$ cat src/rtl/lfps_pkg.sv
`default_nettype none
package lfps_pkg;

  localparam logic [1:0] CFG_PROP_GAIN   = 2'd0;
  localparam logic [1:0] CFG_DERIV_GAIN  = 2'd1;
  localparam logic [1:0] CFG_STEER_LIMIT = 2'd2;
  localparam logic [1:0] CFG_WHEEL_LIMIT = 2'd3;

  localparam logic [9:0]  PROP_GAIN_RST   = 10'd120;
  localparam logic [11:0] DERIV_GAIN_RST  = 12'd600;
  localparam logic [10:0] STEER_LIMIT_RST = 11'd1000;
  localparam logic [11:0] WHEEL_LIMIT_RST = 12'd2000;

  localparam logic [1:0] DEBOUNCE_REPEATS = 2'd2;

  localparam logic signed [17:0] STEER_MAX = 18'sd1023;
  localparam logic signed [17:0] STEER_MIN = -18'sd1024;
  localparam logic signed [12:0] WHEEL_MAX = 13'sd2047;
  localparam logic signed [12:0] WHEEL_MIN = -13'sd2048;

  typedef struct packed {
    logic signed [3:0] err;
    logic signed [4:0] diff;
  } pd_in_t;

  typedef struct packed {
    logic              known;
    logic signed [3:0] err;
  } pat_err_t;

  function automatic pat_err_t pattern_error(input logic [7:0] pat);
    pat_err_t r;
    r.known = 1'b1;
    case (pat) inside
      8'd1, 8'd3, 8'd7, 8'd15, 8'd31, 8'd63, 8'd125: r.err = -4'sd6;
      8'd2, 8'd6, 8'd14, 8'd30, 8'd62:               r.err = -4'sd4;
      8'd4, 8'd12, 8'd28:                            r.err = -4'sd2;
      8'd8, 8'd16:                                   r.err = 4'sd1;
      8'd32, 8'd48, 8'd56:                           r.err = 4'sd2;
      8'd64, 8'd96, 8'd120, 8'd124:                  r.err = 4'sd4;
      8'd128, 8'd160, 8'd192, 8'd224, 8'd240, 8'd248, 8'd252, 8'd254:
                                                     r.err = 4'sd6;
      8'd0, 8'd24, 8'd60, 8'd126:                    r.err = 4'sd0;
      default: begin
        r.known = 1'b0;
        r.err   = 4'sd0;
      end
    endcase
    return r;
  endfunction

endpackage
`default_nettype wire

$ cat src/rtl/lfps_track.sv
`default_nettype none
module lfps_track
  import lfps_pkg::*;
(
  input  wire logic       clk,
  input  wire logic       rst,
  input  wire logic       advance,
  input  wire logic [7:0] pattern,
  input  wire logic       clear_history,
  output pd_in_t          pd_in
);

  logic [7:0]        prev_pattern, prev_pattern_next;
  logic [1:0]        same_count, same_count_next;
  logic signed [3:0] held_error, held_error_next;
  logic signed [3:0] prev_error, prev_eff;
  logic [1:0]        cnt_step;
  pat_err_t          lookup;
  logic signed [4:0] err5, half_sum;

  always_comb begin
    lookup            = pattern_error(pattern);
    prev_pattern_next = pattern;
    held_error_next   = held_error;
    if (pattern == prev_pattern) begin
      cnt_step = same_count + 2'd1;
    end else begin
      cnt_step = 2'd0;
    end
    same_count_next = cnt_step;
    if (cnt_step >= DEBOUNCE_REPEATS) begin
      if (lookup.known) begin
        held_error_next = lookup.err;
      end
      same_count_next = 2'd0;
    end

    prev_eff = clear_history ? 4'sd0 : prev_error;
    err5     = {held_error_next[3], held_error_next};
    half_sum = err5 + {4'b0, held_error_next[3]};
    pd_in.err = held_error_next;
    if (prev_eff == 4'sd0 && held_error_next != 4'sd0) begin
      pd_in.diff = {half_sum[4], half_sum[4:1]};
    end else begin
      pd_in.diff = err5 - {prev_eff[3], prev_eff};
    end
  end

  always_ff @(posedge clk) begin
    if (rst) begin
      prev_pattern <= '0;
      same_count   <= '0;
      held_error   <= '0;
      prev_error   <= '0;
    end else if (advance) begin
      prev_pattern <= prev_pattern_next;
      same_count   <= same_count_next;
      held_error   <= held_error_next;
      prev_error   <= held_error_next;
    end
  end

endmodule
`default_nettype wire

$ cat src/rtl/lfps_mix.sv
`default_nettype none
module lfps_mix
  import lfps_pkg::*;
(
  input  wire pd_in_t             pd_in,
  input  wire logic        [9:0]  prop_gain,
  input  wire logic        [11:0] deriv_gain,
  input  wire logic        [10:0] steer_limit,
  input  wire logic        [11:0] wheel_limit,
  input  wire logic signed [11:0] cruise_speed,
  output logic signed      [10:0] steer_value,
  output logic signed      [11:0] left_wheel,
  output logic signed      [11:0] right_wheel
);

  logic signed [17:0] p_term, d_term, sum, sl, s1, s2;
  logic signed [12:0] wl, base13, steer13, left13, right13, l1, r1, l2, r2;

  always_comb begin
    p_term = $signed({8'b0, prop_gain}) * $signed({{14{pd_in.err[3]}}, pd_in.err});
    d_term = $signed({6'b0, deriv_gain}) * $signed({{13{pd_in.diff[4]}}, pd_in.diff});
    sum    = p_term + d_term;
    sl     = $signed({7'b0, steer_limit});

    if (sum > sl) begin
      s1 = sl;
    end else if (sum < -sl) begin
      s1 = -sl;
    end else begin
      s1 = sum;
    end
    if (s1 > STEER_MAX) begin
      s2 = STEER_MAX;
    end else if (s1 < STEER_MIN) begin
      s2 = STEER_MIN;
    end else begin
      s2 = s1;
    end
    steer_value = s2[10:0];

    wl      = $signed({1'b0, wheel_limit});
    base13  = {cruise_speed[11], cruise_speed};
    steer13 = {{2{s2[10]}}, s2[10:0]};
    left13  = base13 - steer13;
    right13 = base13 + steer13;

    if (left13 > wl) begin
      l1 = wl;
    end else if (left13 < -wl) begin
      l1 = -wl;
    end else begin
      l1 = left13;
    end
    if (right13 > wl) begin
      r1 = wl;
    end else if (right13 < -wl) begin
      r1 = -wl;
    end else begin
      r1 = right13;
    end

    if (l1 > WHEEL_MAX) begin
      l2 = WHEEL_MAX;
    end else if (l1 < WHEEL_MIN) begin
      l2 = WHEEL_MIN;
    end else begin
      l2 = l1;
    end
    if (r1 > WHEEL_MAX) begin
      r2 = WHEEL_MAX;
    end else if (r1 < WHEEL_MIN) begin
      r2 = WHEEL_MIN;
    end else begin
      r2 = r1;
    end
    left_wheel  = l2[11:0];
    right_wheel = r2[11:0];
  end

endmodule
`default_nettype wire

$ cat src/rtl/line_follow_pd_steering_top.sv
// an accepted input waits in the input register; out_valid rises when the result register loads it
// throughput: one item per cycle unless stalled; one compute pass from input to result register
// out_stall holds the result register and backs up into in_stall only when the input register is full
// reset (rst, synchronous): pipeline empty, debounce and error history zero, gains and limits to defaults
`default_nettype none
module line_follow_pd_steering_top
  import lfps_pkg::*;
(
  input  wire logic               clk,
  input  wire logic               rst,
  input  wire logic               in_valid,
  output logic                    in_stall,
  input  wire logic        [7:0]  sensor_pattern,
  input  wire logic signed [11:0] cruise_speed,
  input  wire logic               clear_history,
  output logic                    out_valid,
  input  wire logic               out_stall,
  output logic signed      [3:0]  track_error,
  output logic signed      [10:0] steer_value,
  output logic signed      [11:0] left_wheel,
  output logic signed      [11:0] right_wheel,
  input  wire logic               cfg_valid,
  output logic                    cfg_ready,
  input  wire logic        [1:0]  cfg_index,
  input  wire logic        [11:0] cfg_data
);

  logic              in_full;
  logic [7:0]        pat_r;
  logic signed [11:0] base_r;
  logic              clr_r;
  logic              move;
  logic              in_take;
  logic [9:0]        prop_gain;
  logic [11:0]       deriv_gain;
  logic [10:0]       steer_limit;
  logic [11:0]       wheel_limit;
  pd_in_t            pd_in;
  logic signed [10:0] steer_c;
  logic signed [11:0] left_c, right_c;

  assign cfg_ready = 1'b1;
  assign move      = in_full && (!out_valid || !out_stall);
  assign in_stall  = in_full && !move;
  assign in_take   = in_valid && !in_stall;

  always_ff @(posedge clk) begin
    if (rst) begin
      prop_gain   <= PROP_GAIN_RST;
      deriv_gain  <= DERIV_GAIN_RST;
      steer_limit <= STEER_LIMIT_RST;
      wheel_limit <= WHEEL_LIMIT_RST;
    end else if (cfg_valid && cfg_ready) begin
      unique case (cfg_index)
        CFG_PROP_GAIN:   prop_gain   <= cfg_data[9:0];
        CFG_DERIV_GAIN:  deriv_gain  <= cfg_data;
        CFG_STEER_LIMIT: steer_limit <= cfg_data[10:0];
        CFG_WHEEL_LIMIT: wheel_limit <= cfg_data;
        default: ;
      endcase
    end
  end

  always_ff @(posedge clk) begin
    if (rst) begin
      in_full <= 1'b0;
    end else if (in_take) begin
      in_full <= 1'b1;
    end else if (move) begin
      in_full <= 1'b0;
    end
  end

  always_ff @(posedge clk) begin
    if (in_take) begin
      pat_r  <= sensor_pattern;
      base_r <= cruise_speed;
      clr_r  <= clear_history;
    end
  end

  lfps_track u_track (
    .clk           (clk),
    .rst           (rst),
    .advance       (move),
    .pattern       (pat_r),
    .clear_history (clr_r),
    .pd_in         (pd_in)
  );

  lfps_mix u_mix (
    .pd_in        (pd_in),
    .prop_gain    (prop_gain),
    .deriv_gain   (deriv_gain),
    .steer_limit  (steer_limit),
    .wheel_limit  (wheel_limit),
    .cruise_speed (base_r),
    .steer_value  (steer_c),
    .left_wheel   (left_c),
    .right_wheel  (right_c)
  );

  always_ff @(posedge clk) begin
    if (rst) begin
      out_valid <= 1'b0;
    end else if (move) begin
      out_valid <= 1'b1;
    end else if (!out_stall) begin
      out_valid <= 1'b0;
    end
  end

  always_ff @(posedge clk) begin
    if (move) begin
      track_error <= pd_in.err;
      steer_value <= steer_c;
      left_wheel  <= left_c;
      right_wheel <= right_c;
    end
  end

endmodule
`default_nettype wire

$ cat config.mk
export PLATFORM = sky130hd
export DESIGN_NAME = line_follow_pd_steering_top
export DESIGN_NICKNAME = d
export VERILOG_FILES = /design/src/rtl/lfps_pkg.sv /design/src/rtl/lfps_track.sv /design/src/rtl/lfps_mix.sv /design/src/rtl/line_follow_pd_steering_top.sv
export SDC_FILE = /design/constraint.sdc
export NUM_CORES = 1
export LEC_CHECK = 0
export BUFFER_PORTS_ARGS = -buffer_cell sky130_fd_sc_hd__buf_2
export CAP_MARGIN = 10
export CORE_MARGIN = 4
export CORE_UTILIZATION = 40
export DETAILED_ROUTE_END_ITERATION = 6
export PLACE_DENSITY = 0.54
export SLEW_MARGIN = 20
export SYNTH_ARGS = -nofsm -noshare
export SYNTH_HDL_FRONTEND = slang
export SYNTH_HIERARCHICAL = 1
export SYNTH_SLANG_ARGS = --single-unit
$ cat constraint.sdc
create_clock -name clk -period 19 [get_ports clk]
set_input_delay 2.85 -clock clk [delete_from_list [all_inputs] [get_ports clk]]
set_output_delay 2.85 -clock clk [all_outputs]
set_load 0.02 [all_outputs]
==> flow_results.xml <==
<?xml version="1.0" encoding="UTF-8"?>
<metrics>
  <group name="grt">
    <metric name="grt.total_usage" unit="%">20.8</metric>
    <metric name="use_met1" unit="%">31.3</metric>
    <metric name="overflow" unit="">0</metric>
    <metric name="grt_antenna_before_repair" unit="">0</metric>
    <metric name="grt_first_pass_wirelength" unit="µm">59500</metric>
    <metric name="grtUsageMet3" unit="%">4.02</metric>
    <metric name="gr-max-usage-layer" unit="">met1</metric>
    <metric name="largest_net_degree_at_the_start_of_global_routing" unit="">81</metric>
    <metric name="first_global_vias" unit="">10700</metric>
    <metric name="met2_resource_use_gr" unit="%">30.7</metric>
  </group>
  <group name="power">
    <metric name="power_frac_seq" unit="%">21.5</metric>
    <metric name="clock_power_share" unit="%">20.0</metric>
    <metric name="leakage" unit="µW">0.00660</metric>
    <metric name="switching_share" unit="%">44.7</metric>
    <metric name="p_int" unit="µW">892</metric>
    <metric name="p_comb_share" unit="%">58.5</metric>
    <metric name="worst_ir_drop_vdd" unit="V">0.0000731</metric>
    <metric name="pwr_density_cell" unit="nW/µm²">111</metric>
    <metric name="power.net_switching" unit="µW">719</metric>
  </group>
  <group name="synth">
    <metric name="syn_nets" unit="">1736</metric>
    <metric name="synth_edf_count" unit="">60</metric>
    <metric name="sequential_share_of_the_synthesized_area" unit="%">22.9</metric>
    <metric name="synth.avg_cell_area" unit="µm²">9.00</metric>
    <metric name="ys_ff_latch" unit="">121</metric>
    <metric name="yosys-top-cells-count" unit="">157 x ha_1, 130 x inv_1, 130 x nor2_1</metric>
    <metric name="post_synth_inst_count" unit="">1463</metric>
    <metric name="synth_area_leaders" unit="">ha_1 15%, edfxtp_1 14%, fa_1 12%</metric>
    <metric name="compound_gate_portion_of_the_synthesized_area" unit="%">15.8</metric>
    <metric name="netlist.top_cell.by_area" unit="">ha_1</metric>
    <metric name="synthXorXnorAreaFrac" unit="%">3.52</metric>
    <metric name="synth_fa_ha_area_share" unit="%">27.3</metric>
    <metric name="post_synth_and_or_nand_nor_area_fraction" unit="%">19.3</metric>
    <metric name="synth_largest_type_area_fraction" unit="%">14.9</metric>
    <metric name="postSynth.topFlopCell" unit="">dfxtp_1</metric>
    <metric name="dominant_combinational_cell_family_by_area_after_synthesis" unit="">adder cells</metric>
    <metric name="synth-warning-count" unit="">6</metric>
    <metric name="post-synth-top-count-cell" unit="">ha_1</metric>
    <metric name="synth_mux_area_share" unit="%">5.36</metric>
    <metric name="mappedNetlistArea" unit="µm²">13200</metric>
    <metric name="async_s_r_ff_share_synth" unit="%">0</metric>
    <metric name="netlist-cell-type-count" unit="">102</metric>
  </group>
  <group name="critical_path">
    <metric name="crit-reg2reg-launch" unit="">pat_r[2]$_DFFE_PP_</metric>
    <metric name="path_common_cell" unit="">fa_1</metric>
    <metric name="r2r.worst_path.cells" unit="">57</metric>
    <metric name="crit_required" unit="ps">19120</metric>
    <metric name="worst_ep_arrival_time" unit="ps">16770</metric>
    <metric name="startpoint" unit="">pat_r[2]$_DFFE_PP_</metric>
    <metric name="r2r_setup_slack" unit="ps">2360</metric>
    <metric name="timing.rr.end" unit="">right_wheel[0]$_DFFE_PP_</metric>
    <metric name="critPathLaunchType" unit="">flop</metric>
    <metric name="cp_slowest_cell" unit="">a221oi_1</metric>
    <metric name="cp_slowest_stage_delay" unit="ps">850</metric>
    <metric name="timing.critical_path.to_type" unit="">flop</metric>
    <metric name="cp_max_fo" unit="">25</metric>
    <metric name="kind_of_critical_path" unit="">reg2reg</metric>
  </group>
  <group name="timing">
    <metric name="final_min_period_over_clock_period" unit="%">87.6</metric>
    <metric name="timing_hold_violations_final" unit="">0</metric>
    <metric name="final_period_minus_worst_setup_slack" unit="ps">16640</metric>
    <metric name="transition_time_at_the_pin_with_the_least_slew_margin" unit="ps">1120</metric>
    <metric name="fmaxAchievable" unit="GHz">0.0601</metric>
    <metric name="fin_setup_tns" unit="ps">0</metric>
    <metric name="post_route_worst_setup_slack" unit="ps">2360</metric>
    <metric name="setup_violations" unit="">0</metric>
    <metric name="grt_setup_unrepaired" unit="">no</metric>
    <metric name="finalMaxSlewViolations" unit="">0</metric>
    <metric name="timing.clock.skew" unit="ps">14.2</metric>
    <metric name="headroom_to_the_max_slew_limit" unit="%">24.6</metric>
  </group>
  <group name="cts">
    <metric name="cts.sink_count" unit="">121</metric>
    <metric name="ctsHoldBuffers" unit="">0</metric>
    <metric name="post-cts-setup-buffers" unit="">0</metric>
    <metric name="insertion_delay" unit="ps">440</metric>
    <metric name="cts_buffers" unit="">17</metric>
    <metric name="cts_buffer_depth" unit="">2</metric>
    <metric name="clkSlewWorstSetupHoldPaths" unit="ps">60</metric>
    <metric name="ctsHtreeMaxLevel" unit="">4</metric>
    <metric name="clock-root-buffer" unit="">clkbuf_16</metric>
    <metric name="cts_repair_resize_count" unit="">0</metric>
    <metric name="cts_tree" unit="">yes</metric>
  </group>
  <group name="place">
    <metric name="place.gp.congestion" unit="">0.907</metric>
    <metric name="post-dp-hpwl" unit="µm">29200</metric>
    <metric name="worst_slack_at_placement" unit="ps">2560</metric>
    <metric name="numPortBuffers" unit="">80</metric>
  </group>
  <group name="die">
    <metric name="top_level_i_o_count" unit="">82</metric>
    <metric name="core-area" unit="µm²">32500</metric>
    <metric name="die_h" unit="µm">189</metric>
    <metric name="design.die.area" unit="µm²">35900</metric>
    <metric name="die_width" unit="µm">189</metric>
    <metric name="placementRows" unit="">66</metric>
    <metric name="initial_core_util" unit="%">40.5</metric>
  </group>
  <group name="hold_path">
    <metric name="hp-start" unit="">in_full$_SDFFE_PP0P_</metric>
    <metric name="timing.hold.worst_endpoint" unit="">out_valid$_SDFFE_PP0P_</metric>
    <metric name="min_path_type" unit="">reg2reg</metric>
    <metric name="holdPathStages" unit="">2</metric>
  </group>
  <group name="detailed_routing">
    <metric name="total_number_of_vias" unit="">10800</metric>
    <metric name="routed_wire_per_std_cell" unit="µm">18.5</metric>
    <metric name="route.final.wire_length" unit="µm">36500</metric>
    <metric name="postRouteAntennaNets" unit="">0</metric>
    <metric name="drt_drc_violations_left" unit="">0</metric>
    <metric name="initialDrtViolationCount" unit="">910</metric>
    <metric name="drt_first_pass_iters" unit="">5</metric>
    <metric name="route.detailed.vias_per_inst" unit="">5.47</metric>
  </group>
  <group name="run_status">
    <metric name="outcome" unit="">completed</metric>
  </group>
  <group name="final_layout">
    <metric name="inserted_diodes" unit="">0</metric>
    <metric name="area_overhead_vs_synth" unit="%">10.5</metric>
    <metric name="nets" unit="">1790</metric>
    <metric name="post_route_cells_drive_above_1_share" unit="%">11.2</metric>
  </group>
  <group name="run">
    <metric name="cap_violations" unit="">0</metric>
  </group>
</metrics>
sequential cells by signal (all words and copies together), names as in the netlist, 10 cells and up:
| name | cells |
|---|---|
| steer_limit | 11 |
| wheel_limit | 12 |
| base_r | 12 |
| left_wheel | 12 |
| prop_gain | 10 |
| steer_value | 11 |
| right_wheel | 12 |
| deriv_gain | 12 |
power groups by stage:
stage | clock [µW] | sequential (µW) | combinational, µW
6_report | 323 | 346 | 942
5_1_grt | 342 | 350 | 1060
3_3_place_gp | 0 | 352 | 919
2_1_floorplan | 0 | 374 | 653
4_1_cts | 333 | 346 | 932
3_5_place_dp | 0 | 352 | 925
worst max path at each step:
stage / end / slack, ps / cells past startpoint
3_3_place_gp: right_wheel[2]$_DFFE_PP_ / 2920 / 57
5_1_grt: right_wheel[10]$_DFFE_PP_ / 1040 / 57
2_1_floorplan: left_wheel[2]$_DFFE_PP_ / 4990 / 61
3_5_place_dp: right_wheel[3]$_DFFE_PP_ / 2560 / 57
4_1_cts: right_wheel[3]$_DFFE_PP_ / 2460 / 57
6_report: right_wheel[0]$_DFFE_PP_ / 2360 / 57
final cells by class:
class	instances	area [µm²]
clock buffer	20	468
clock inverter	12	115
fill	3273	18000
inverter	134	504
multi-input combinational	1155	9430
sequential	121	3020
tap	442	553
timing repair buffer	88	460
worst max-delay path, delay by kind of cell, from the launching register on:
family | cells | cell delay (ps)
AND/OR/NAND/NOR | 13 | 3050
adder cells (fa/ha/maj) | 11 | 4440
flip-flops | 1 | 570
multiplexers | 1 | 710
AO/OA/AOI/OAI | 22 | 6080
XOR/XNOR | 3 | 760
buffers and inverters | 7 | 710
metrics by stage:
stage,total power [µW],std cells,util [%],area [µm²],hold WS (ps)
after detailed placement,1280,1940,42.9,14000,487
after floorplan,1030,1463,-,13200,453
after global placement,1270,1940,42.9,14000,474
final,1610,1972,44.7,14600,497
after CTS,1610,1972,44.7,14600,501
after global routing,1750,1972,44.7,14600,506
per-layer routing:
metal  up-vias  part of all wire, %
met1      5175                   51
met4         0                  1.3
li1       5279                    -
met5         -                    0
met2       302                   42
met3        27                  6.0
layout by cell type (no fill, tap or decap), drive strengths merged, types with 61 or more instances in the layout:
| master | netlist | final |
|---|---|---|
| fa | 76 | 76 |
| a21oi | 65 | 65 |
| o21ai | 62 | 62 |
| nand2 | 89 | 89 |
| inv | 131 | 134 |
| buf | 19 | 88 |
| mux2i | 66 | 66 |
| dfxtp | 61 | 61 |
| ha | 157 | 157 |
| nor2 | 131 | 131 |
kinds of logic after synthesis:
kind of cell	count (synthesis)
adder cells (fa/ha/maj)	244
AND/OR/NAND/NOR	487
XOR/XNOR	53
multiplexers	70
buffers and inverters	187
other	1
AO/OA/AOI/OAI	300
flip-flops	121
Power figures use the tool's default switching activity.
